**src/design/dtlf_pkg.sv**
```systemverilog
// shared types, sizes and codes for the descriptor table with lowest-free allocation
// no dependencies; every other design file but dtlf_ram refers to this package by scoped names
package dtlf_pkg;

    // table geometry
    localparam int TABLE_DEPTH = 64;
    localparam int IDX_W       = $clog2(TABLE_DEPTH);
    localparam int CNT_W       = $clog2(TABLE_DEPTH + 1);

    // field widths of the item and result
    localparam int OPC_W   = 2;
    localparam int SLOT_W  = 6;
    localparam int LOW_W   = 7;
    localparam int HOST_W  = 31;
    localparam int LIVE_W  = 7;
    localparam int STAT_W  = 2;
    localparam int ENTRY_W = HOST_W + 1;

    // free-slot search is split into groups of eight slots
    localparam int GRP_SIZE  = 8;
    localparam int GRP_POS_W = 3;
    localparam int GRP_NUM   = (TABLE_DEPTH + GRP_SIZE - 1) / GRP_SIZE;

    // operation codes
    localparam logic [OPC_W-1:0] OP_ADOPT  = 2'd0;
    localparam logic [OPC_W-1:0] OP_CLOSE  = 2'd1;
    localparam logic [OPC_W-1:0] OP_LOOKUP = 2'd2;

    // status codes
    localparam logic [STAT_W-1:0] STAT_OK      = 2'd0;
    localparam logic [STAT_W-1:0] STAT_INVALID = 2'd1;
    localparam logic [STAT_W-1:0] STAT_BADDESC = 2'd2;
    localparam logic [STAT_W-1:0] STAT_NOSPACE = 2'd3;

    typedef struct packed {
        logic [OPC_W-1:0]  opcode;
        logic [SLOT_W-1:0] slot_number;
        logic signed [31:0] host_descriptor;
        logic [LOW_W-1:0]  lowest_allowed;
        logic              exec_close_flag;
    } t_item;

    typedef struct packed {
        logic [STAT_W-1:0] status;
        logic [SLOT_W-1:0] slot_result;
        logic [HOST_W-1:0] host_result;
        logic              flag_result;
        logic [LIVE_W-1:0] live_entries;
    } t_result;

    // outcome of the lowest-free search
    typedef struct packed {
        logic             found;
        logic [IDX_W-1:0] idx;
    } t_find;

endpackage

```
**src/design/dtlf_ram.sv**
```systemverilog
// generic single-write, single-read synchronous ram with registered read data
// no dependencies
module dtlf_ram #(
    parameter int WIDTH = 32,
    parameter int DEPTH = 64
) (
    input  logic                     i_clk,
    input  logic                     i_we,
    input  logic [$clog2(DEPTH)-1:0] i_waddr,
    input  logic [WIDTH-1:0]         i_wdata,
    input  logic                     i_re,
    input  logic [$clog2(DEPTH)-1:0] i_raddr,
    output logic [WIDTH-1:0]         o_rdata
);

    logic [WIDTH-1:0] r_mem [DEPTH];
    logic [WIDTH-1:0] r_rdata;

    // write port
    always_ff @(posedge i_clk) begin
        if (i_we) begin
            r_mem[i_waddr] <= i_wdata;
        end
    end

    // read port, registered read data
    always_ff @(posedge i_clk) begin
        if (i_re) begin
            r_rdata <= r_mem[i_raddr];
        end
    end

    assign o_rdata = r_rdata;

endmodule

```
**src/design/dtlf_free_find.sv**
```systemverilog
// two-stage search for the lowest free slot at or above a minimum
// depends on dtlf_pkg for table geometry and the t_find result type
module dtlf_free_find (
    input  logic                             i_clk,
    input  logic                             i_load,
    input  logic [dtlf_pkg::TABLE_DEPTH-1:0] i_map,
    input  logic [dtlf_pkg::LOW_W-1:0]       i_lowest,
    output dtlf_pkg::t_find                  o_find
);

    localparam int NBITS = dtlf_pkg::GRP_NUM * dtlf_pkg::GRP_SIZE;

    logic [NBITS-1:0]                 free_vec;
    logic [dtlf_pkg::GRP_NUM-1:0]     grp_any;
    logic [dtlf_pkg::GRP_POS_W-1:0]   grp_pos [dtlf_pkg::GRP_NUM];
    logic [dtlf_pkg::GRP_NUM-1:0]     r_grp_any;
    logic [dtlf_pkg::GRP_POS_W-1:0]   r_grp_pos [dtlf_pkg::GRP_NUM];

    // candidate slots: empty, inside the table and not below the minimum
    always_comb begin
        free_vec = '0;
        free_vec[dtlf_pkg::TABLE_DEPTH-1:0] = ~i_map;
        for (int i = 0; i < NBITS; i++) begin
            if (i < int'(i_lowest)) begin
                free_vec[i] = 1'b0;
            end
        end
    end

    // lowest candidate within each group of eight
    always_comb begin
        for (int g = 0; g < dtlf_pkg::GRP_NUM; g++) begin
            grp_any[g] = 1'b0;
            grp_pos[g] = '0;
            for (int b = dtlf_pkg::GRP_SIZE - 1; b >= 0; b--) begin
                if (free_vec[g * dtlf_pkg::GRP_SIZE + b]) begin
                    grp_any[g] = 1'b1;
                    grp_pos[g] = dtlf_pkg::GRP_POS_W'(b);
                end
            end
        end
    end

    // group results held for the second stage
    always_ff @(posedge i_clk) begin
        if (i_load) begin
            r_grp_any <= grp_any;
            for (int g = 0; g < dtlf_pkg::GRP_NUM; g++) begin
                r_grp_pos[g] <= grp_pos[g];
            end
        end
    end

    // lowest group with a candidate
    always_comb begin
        o_find = '0;
        for (int g = dtlf_pkg::GRP_NUM - 1; g >= 0; g--) begin
            if (r_grp_any[g]) begin
                o_find.found = 1'b1;
                o_find.idx   = dtlf_pkg::IDX_W'(g * dtlf_pkg::GRP_SIZE + int'(r_grp_pos[g]));
            end
        end
    end

endmodule

```
**src/design/descriptor_table_lowest_free_core.sv**
```systemverilog
// top level of the descriptor table: handshake, occupancy map, live count, result register
// depends on dtlf_pkg, dtlf_ram and dtlf_free_find
//
// One item is taken at a time: an item accepted at one edge (start high, busy low)
// keeps busy high for the next cycle, while the entry memory delivers the addressed
// slot and the first stage of the free-slot search settles; at the following edge the
// occupancy map, live count and entry memory are updated and the result is registered.
// The result then sits on o_result with o_done high for exactly one cycle, and that cycle
// may also accept the next item. The receiver cannot stall, so results must be taken
// when o_done is seen. The entry memory needs no clearing pass after reset: an entry is
// only read through a set occupancy bit, and those bits clear at reset at once.
module descriptor_table_lowest_free_core (
    input  logic              i_clk,
    input  logic              i_rst_n,
    input  logic              start,
    output logic              busy,
    input  dtlf_pkg::t_item   i_item,
    output logic              o_done,
    output dtlf_pkg::t_result o_result
);

    localparam int IDX_W  = dtlf_pkg::IDX_W;
    localparam int CNT_W  = dtlf_pkg::CNT_W;
    localparam int SLOT_W = dtlf_pkg::SLOT_W;
    localparam int LIVE_W = dtlf_pkg::LIVE_W;

    typedef enum logic {
        S_IDLE,
        S_EXEC
    } t_state;

    t_state                           r_state;
    dtlf_pkg::t_item                  r_item;
    logic [dtlf_pkg::TABLE_DEPTH-1:0] r_map;
    logic [dtlf_pkg::TABLE_DEPTH-1:0] n_map;
    logic [CNT_W-1:0]                 r_count;
    logic [CNT_W-1:0]                 n_count;
    logic                             r_done;
    dtlf_pkg::t_result                r_result;
    dtlf_pkg::t_result                n_result;

    logic                             accept;
    logic [IDX_W+SLOT_W-1:0]          in_slot_wide;
    logic [IDX_W+SLOT_W-1:0]          cur_slot_wide;
    logic [IDX_W+SLOT_W-1:0]          found_wide;
    logic [CNT_W+LIVE_W-1:0]          count_wide;
    logic [IDX_W-1:0]                 cur_slot_idx;
    logic                             slot_in_range;
    logic                             wr_en;
    logic                             map_set;
    logic                             map_clr;
    logic [dtlf_pkg::ENTRY_W-1:0]     rd_entry;
    dtlf_pkg::t_find                  find;

    assign accept = start && (r_state == S_IDLE);
    assign busy   = (r_state == S_EXEC);

    // slot numbers fitted to the table index width
    assign in_slot_wide  = {{IDX_W{1'b0}}, i_item.slot_number};
    assign cur_slot_wide = {{IDX_W{1'b0}}, r_item.slot_number};
    assign cur_slot_idx  = cur_slot_wide[IDX_W-1:0];
    assign slot_in_range = int'(r_item.slot_number) < dtlf_pkg::TABLE_DEPTH;
    assign found_wide    = {{SLOT_W{1'b0}}, find.idx};

    // entry store; an item's write comes in the cycle after its read, and busy keeps
    // the next item's read behind this item's write
    dtlf_ram #(
        .WIDTH (dtlf_pkg::ENTRY_W),
        .DEPTH (dtlf_pkg::TABLE_DEPTH)
    ) u_entry_ram (
        .i_clk   (i_clk),
        .i_we    (wr_en),
        .i_waddr (find.idx),
        .i_wdata ({r_item.exec_close_flag, r_item.host_descriptor[dtlf_pkg::HOST_W-1:0]}),
        .i_re    (accept),
        .i_raddr (in_slot_wide[IDX_W-1:0]),
        .o_rdata (rd_entry)
    );

    // lowest free slot at or above the item's minimum
    dtlf_free_find u_free_find (
        .i_clk    (i_clk),
        .i_load   (accept),
        .i_map    (r_map),
        .i_lowest (i_item.lowest_allowed),
        .o_find   (find)
    );

    // operation decode and result
    always_comb begin
        n_result             = '0;
        n_result.status      = dtlf_pkg::STAT_OK;
        n_result.slot_result = r_item.slot_number;
        wr_en                = 1'b0;
        map_set              = 1'b0;
        map_clr              = 1'b0;
        case (r_item.opcode)
            dtlf_pkg::OP_ADOPT: begin
                if (r_item.host_descriptor[31]) begin
                    n_result.status = dtlf_pkg::STAT_INVALID;
                end else if (!find.found) begin
                    n_result.status = dtlf_pkg::STAT_NOSPACE;
                end else begin
                    n_result.slot_result = found_wide[SLOT_W-1:0];
                    wr_en                = 1'b1;
                    map_set              = 1'b1;
                end
            end
            dtlf_pkg::OP_CLOSE, dtlf_pkg::OP_LOOKUP: begin
                if (!slot_in_range || !r_map[cur_slot_idx]) begin
                    n_result.status = dtlf_pkg::STAT_BADDESC;
                end else begin
                    n_result.host_result = rd_entry[dtlf_pkg::HOST_W-1:0];
                    n_result.flag_result = rd_entry[dtlf_pkg::HOST_W];
                    map_clr              = (r_item.opcode == dtlf_pkg::OP_CLOSE);
                end
            end
            default: begin
                n_result.status = dtlf_pkg::STAT_INVALID;
            end
        endcase

        // occupancy and live count after this item
        n_map = r_map;
        if (map_set) begin
            n_map[find.idx] = 1'b1;
        end
        if (map_clr) begin
            n_map[cur_slot_idx] = 1'b0;
        end
        n_count = r_count + CNT_W'(map_set) - CNT_W'(map_clr);
        count_wide = {{LIVE_W{1'b0}}, n_count};
        n_result.live_entries = count_wide[LIVE_W-1:0];
    end

    // sequencer, table state and result register
    always_ff @(posedge i_clk) begin
        if (!i_rst_n) begin
            r_state <= S_IDLE;
            r_map   <= '0;
            r_count <= '0;
            r_done  <= 1'b0;
        end else begin
            r_done <= 1'b0;
            case (r_state)
                S_IDLE: begin
                    if (accept) begin
                        r_item  <= i_item;
                        r_state <= S_EXEC;
                    end
                end
                S_EXEC: begin
                    r_map    <= n_map;
                    r_count  <= n_count;
                    r_result <= n_result;
                    r_done   <= 1'b1;
                    r_state  <= S_IDLE;
                end
                default: begin
                    r_state <= S_IDLE;
                end
            endcase
        end
    end

    assign o_done   = r_done;
    assign o_result = r_result;

endmodule

```
**config.mk**
```make
export PLATFORM = sky130hd
export DESIGN_NAME = descriptor_table_lowest_free_core
export DESIGN_NICKNAME = d
export VERILOG_FILES = /design/src/design/dtlf_pkg.sv /design/src/design/dtlf_ram.sv /design/src/design/dtlf_free_find.sv /design/src/design/descriptor_table_lowest_free_core.sv
export SDC_FILE = /design/constraint.sdc
export NUM_CORES = 2
export LEC_CHECK = 0
export BUFFER_PORTS_ARGS = -buffer_cell sky130_fd_sc_hd__buf_4
export CAP_MARGIN = 20
export CORE_MARGIN = 4
export CORE_UTILIZATION = 35
export CTS_CLUSTER_SIZE = 14
export DETAILED_ROUTE_END_ITERATION = 8
export MAX_ROUTING_LAYER = met4
export SLEW_MARGIN = 20
export SYNTH_ARGS = -nofsm -noshare
export SYNTH_HDL_FRONTEND = slang
export SYNTH_SLANG_ARGS = --single-unit
export TNS_END_PERCENT = 50
```
**constraint.sdc**
```tcl
create_clock -name i_clk -period 8.16 [get_ports i_clk]
set_input_delay 1.632 -clock i_clk [delete_from_list [all_inputs] [get_ports i_clk]]
set_output_delay 1.632 -clock i_clk [all_outputs]
set_load 0.01 [all_outputs]
```
==> results.txt <==
The detailed-route wire length is 243000 um, and the gate count of the mapped netlist is 3973. The final count of pins violating max slew was 0. The tree is rooted in a sky130_fd_sc_hd__clkbuf_16.

Among all stages on the critical path, the largest delay is contributed by sky130_fd_sc_hd__edfxtp_1. For the worst setup path, the data arrival time is 5.55 ns. Power consumption: 23.9 mW. The highest ir drop seen on vdd came out at 0.223 mV.

In the post-synthesis netlist, the biggest area contributors are sky130_fd_sc_hd__edfxtp_1, sky130_fd_sc_hd__mux4_2, sky130_fd_sc_hd__dfxtp_1, sky130_fd_sc_hd__nor2_1, sky130_fd_sc_hd__a21oi_1. The number of nets in the synthesized netlist is 4035. On the worst path, the slowest cell contributes a delay of 0.96 ns.

The detail route stage leaves a number of antenna-violating nets equal to 0. The worst hold path belongs to the class reg -> reg. After detailed placement, the design holds a cell count of 7326. The synthesized design contains 2273 register bits.

TritonCTS built the clock tree. The combinational share of power was 4.9%; the count of flip-flops with a built-in enable after synthesis was 2200. For the data required time of the worst path, the log shows 8.90 ns. The first detailed-routing pass took 6 iterations. Cells with a size suffix above 1 make up 29.8% of the layout. Walking the worst path, the cells encountered are nor2_1 -> a221oi_1 -> nor2_1 -> o311ai_0 -> o2111ai_4 -> and2_1 -> ha_1 -> inv_1 -> ha_1 -> inv_1 -> fa_1 -> inv_1 -> a21oi_1 -> o21bai_1 -> a21o_1 -> a21o_1 -> xnor2_1 -> a22o_1.

Fill cells in the final layout number 21788. In this run, post-CTS repair resized a total of 0 instances. STA classifies the critical path startpoint as a flop. Static timing analysis puts the maximum clock frequency at 0.208 GHz. The switching share of power is 21.6%, and the proportion of power drawn by the clock network is 41.3%. The filler-free cell count of the finished design is 7738.

The most numerous cell type found on the critical path is sky130_fd_sc_hd__inv_1. Once the clock tree was built, the setup fixing pass inserted 0 buffers. In this run the power spent charging and discharging nets is 5.17 mW.

After clock tree synthesis, the clock-pin slew on the worst setup and hold paths is 0.06 ns. sky130_fd_sc_hd__edfxtp_1 is the most common cell in the netlist. The wire length per cell after detailed routing was 31.4 um. By count the netlist is led by sky130_fd_sc_hd__edfxtp_1, sky130_fd_sc_hd__mux4_2, sky130_fd_sc_hd__nor2_1. At the end of the flow, the number of nets in the layout was 4281.

The overall die height was 510 um; the transition at the pin with the smallest max-transition slack was 1.16 ns. In this run, post-CTS hold repair placed 0 buffers. Die area: 260000 um^2. The number of antenna violations at the first check in global routing is 13. The detailed router finished its first iteration with 6389 violations.

The sequential cells in the finished layout cover a total of 67500 um^2. From synthesis to final layout, the design area changed by 14.4%. Yosys printed 0 warnings. The power density of the placed cells works out to 238 nW/um^2. The clock tree buffer depth came out at 3. The setup skew after layout is 0.0611 ns. Of all nets on the critical path, the largest fanout is 19. Registers are responsible for 53.8% of the overall power. For this design the static power due to leakage is 31.1 nW. The detailed-route vias per instance is 5.62. Summed over all instances, the cell type with the most area after synthesis is sky130_fd_sc_hd__edfxtp_1. The overall routing resource usage is 19.1%, and the horizontal die dimension is 510 um. The average footprint of a synthesized cell is 22.2 um^2. After layout, the minimum clock period comes to 4.81 ns. CTS buffer count: 219.

The congestion estimate from routability-driven global placement came to 0.909. In this run the core area contains 183 standard-cell rows. The tool flagged a number of max-cap violations equal to 0.

The run finished with clean final reports. The placed wire-length estimate was 130000 um. STA classifies the critical path endpoint as a flop.

The clock sink total was 2273; the number of I/O pins was 100. Internal power comes to 18.8 mW. The number of setup violations in the final report was 0. The maximum number of pins on one net before global-route repair was 121; the via count of the first global-routing pass was 43017.

The final route contains 43491 vias. In the final timing run, aggregate negative setup slack is 0 ns. The worst setup path is of the reg -> reg kind.

Total cell area at the placement stage: 93800 um^2. Count of unresolved DRC violations after routing: 0. Summing all multi-input logic gate instances after layout gives 20000 um^2.

Dividing the final minimum period by the clock period gives 59.0%. The netlist uses 68 different library cells. Hold timing on the final database bottoms out at a slack of 0.528 ns. Buffers placed on the I/O ports in this run total 99.

Setup repair after global routing left no endpoint under its margin. The final number of hold-violating endpoints is 0, and the remaining max-slew budget at the tightest pin is 22.3%. Area share of the largest cell type after synthesis: 75.0%. Summing all non-filler instances in the final layout gives an area of 101000 um^2. Together, buffers and inverters on the worst path number 3.

The run gives 76.6% as the sequential area share after synthesis. In the synthesized netlist the dominant register cell turns out to be sky130_fd_sc_hd__edfxtp_1. For the clock latency at the later pin of the worst-skew pair, the log shows 0.87 ns.

The H-tree level count was 4. Initial cell density of the core: 35.3%. For this run the aggregate overflow at the end of global routing stands at 0.

The fraction of registers with async set or reset after synthesis was 0%. The core region is 250000 um^2. The kind of cell with the highest combined delay along the critical path is compound AO/OA/AOI/OAI gates. The first global-routing pass estimated 341000 um of wire. The combined area of all synthesized cells was 88100 um^2.
## worst reg2reg max path, cell delays in order (launching register included)
cell and delay, ns:
sky130_fd_sc_hd__edfxtp_1 0.96, sky130_fd_sc_hd__nor2_1 0.28, sky130_fd_sc_hd__a221oi_1 0.33, sky130_fd_sc_hd__nor2_1 0.09, sky130_fd_sc_hd__o311ai_0 0.66, sky130_fd_sc_hd__o2111ai_4 0.27, sky130_fd_sc_hd__and2_1 0.24, sky130_fd_sc_hd__ha_1 0.28
sky130_fd_sc_hd__inv_1 0.06, sky130_fd_sc_hd__ha_1 0.16, sky130_fd_sc_hd__inv_1 0.05, sky130_fd_sc_hd__fa_1 0.40, sky130_fd_sc_hd__inv_1 0.07, sky130_fd_sc_hd__a21oi_1 0.06, sky130_fd_sc_hd__o21bai_1 0.19, sky130_fd_sc_hd__a21o_1 0.16
sky130_fd_sc_hd__a21o_1 0.12, sky130_fd_sc_hd__xnor2_1 0.09, sky130_fd_sc_hd__a22o_1 0.22
## layer usage
| layer | vias up | GRT usage (%) | share of wire, % |
|---|---|---|---|
| li1 | 17326 | - | - |
| met1 | 23542 | 26.9 | 41 |
| met2 | 2266 | 29.1 | 47 |
| met3 | 357 | 3.27 | 8.8 |
| met4 | 0 | 4.85 | 2.4 |
| met5 | - | - | 0 |
## flip-flops by register name, summed over array words and instances (netlist names)
signal	flops
r_count	7
u_free_find.r_grp_pos	24
r_item	35
busy	1
o_result	47
o_done	1
r_map	64
cur_slot_idx	6
u_free_find.r_grp_any	8
u_entry_ram.o_rdata	32
u_entry_ram.r_mem	2048
## per-stage QoR
stage	utilization, %	setup slack [ns]
finish	40.4	3.35
global route	40.4	3.18
CTS	40.4	3.45
detailed placement	37.6	2.94
global placement	37.6	2.93
floorplan	-	1.99
## kinds of logic (layout without fill, tap and decap cells)
kind of cell | Yosys count | after routing | share of synthesized area, %
adder cells (fa/ha/maj) | 11 | 11 | 0.165
XOR/XNOR | 6 | 6 | 0.0596
other | 0 | 3 | 0
multiplexers | 704 | 704 | 17.5
AND/OR/NAND/NOR | 392 | 392 | 2.07
flip-flops | 2273 | 2273 | 76.6
AO/OA/AOI/OAI | 328 | 328 | 2.27
buffers and inverters | 259 | 691 | 1.30
## cells in the final DEF (no fill, tap or decap), types with 10 or more instances in the layout
| cell type | synthesis | layout |
|---|---|---|
| sky130_fd_sc_hd__clkbuf_1 | 128 | 40 |
| sky130_fd_sc_hd__clkinv_1 | 0 | 63 |
| sky130_fd_sc_hd__nor2_4 | 0 | 64 |
| sky130_fd_sc_hd__nand3_1 | 13 | 13 |
| sky130_fd_sc_hd__edfxtp_1 | 2200 | 2200 |
| sky130_fd_sc_hd__buf_12 | 0 | 10 |
| sky130_fd_sc_hd__nor2_1 | 190 | 123 |
| sky130_fd_sc_hd__inv_1 | 44 | 43 |
| sky130_fd_sc_hd__dfxtp_1 | 73 | 73 |
| sky130_fd_sc_hd__a31oi_1 | 15 | 15 |
| sky130_fd_sc_hd__a21oi_1 | 115 | 115 |
| sky130_fd_sc_hd__o21ai_0 | 90 | 90 |
| sky130_fd_sc_hd__buf_4 | 6 | 221 |
| sky130_fd_sc_hd__nand2_1 | 71 | 71 |
| sky130_fd_sc_hd__clkbuf_16 | 0 | 220 |
| sky130_fd_sc_hd__nand2b_1 | 11 | 11 |
| sky130_fd_sc_hd__mux2_2 | 12 | 12 |
| sky130_fd_sc_hd__nor2b_1 | 18 | 17 |
| sky130_fd_sc_hd__mux2i_1 | 24 | 24 |
| sky130_fd_sc_hd__bufinv_16 | 0 | 16 |
| sky130_fd_sc_hd__a21o_1 | 11 | 11 |
| sky130_fd_sc_hd__o22ai_1 | 11 | 11 |
| sky130_fd_sc_hd__mux4_2 | 667 | 667 |
| sky130_fd_sc_hd__and3_1 | 37 | 37 |
| sky130_fd_sc_hd__clkinv_2 | 0 | 41 |
## power by group through the flow
stage / clock network [mW] / logic [mW] / registers, mW
3_5_place_dp: 0 / 1.18 / 13.1
3_3_place_gp: 0 / 1.16 / 13.1
6_report: 9.89 / 1.18 / 12.9
4_1_cts: 10.1 / 1.18 / 12.9
2_1_floorplan: 0 / 0.705 / 13.2
5_1_grt: 10.6 / 1.25 / 12.9
## final timing paths
check,startpoint,endpoint,slack (ns),depth (start not counted)
max,cur_slot_idx[2],r_count[6],3.35,18
min,r_count[0],r_count[0],0.53,2
min reg2reg,r_count[0],r_count[0],0.53,2
max reg2reg,cur_slot_idx[2],r_count[6],3.35,18
## layout make-up
type | count | area share [%]
Antenna cell | 3 | 0.00745
Clock buffer | 260 | 5.61
Clock inverter | 147 | 1.27
Inverter | 44 | 0.164
Multi-Input combinational cell | 1441 | 19.8
Sequential cell | 2273 | 67.0
Tap cell | 3330 | 4.13
Timing Repair Buffer | 240 | 2.00
No activity file was read; power rests on OpenSTA's default activity.
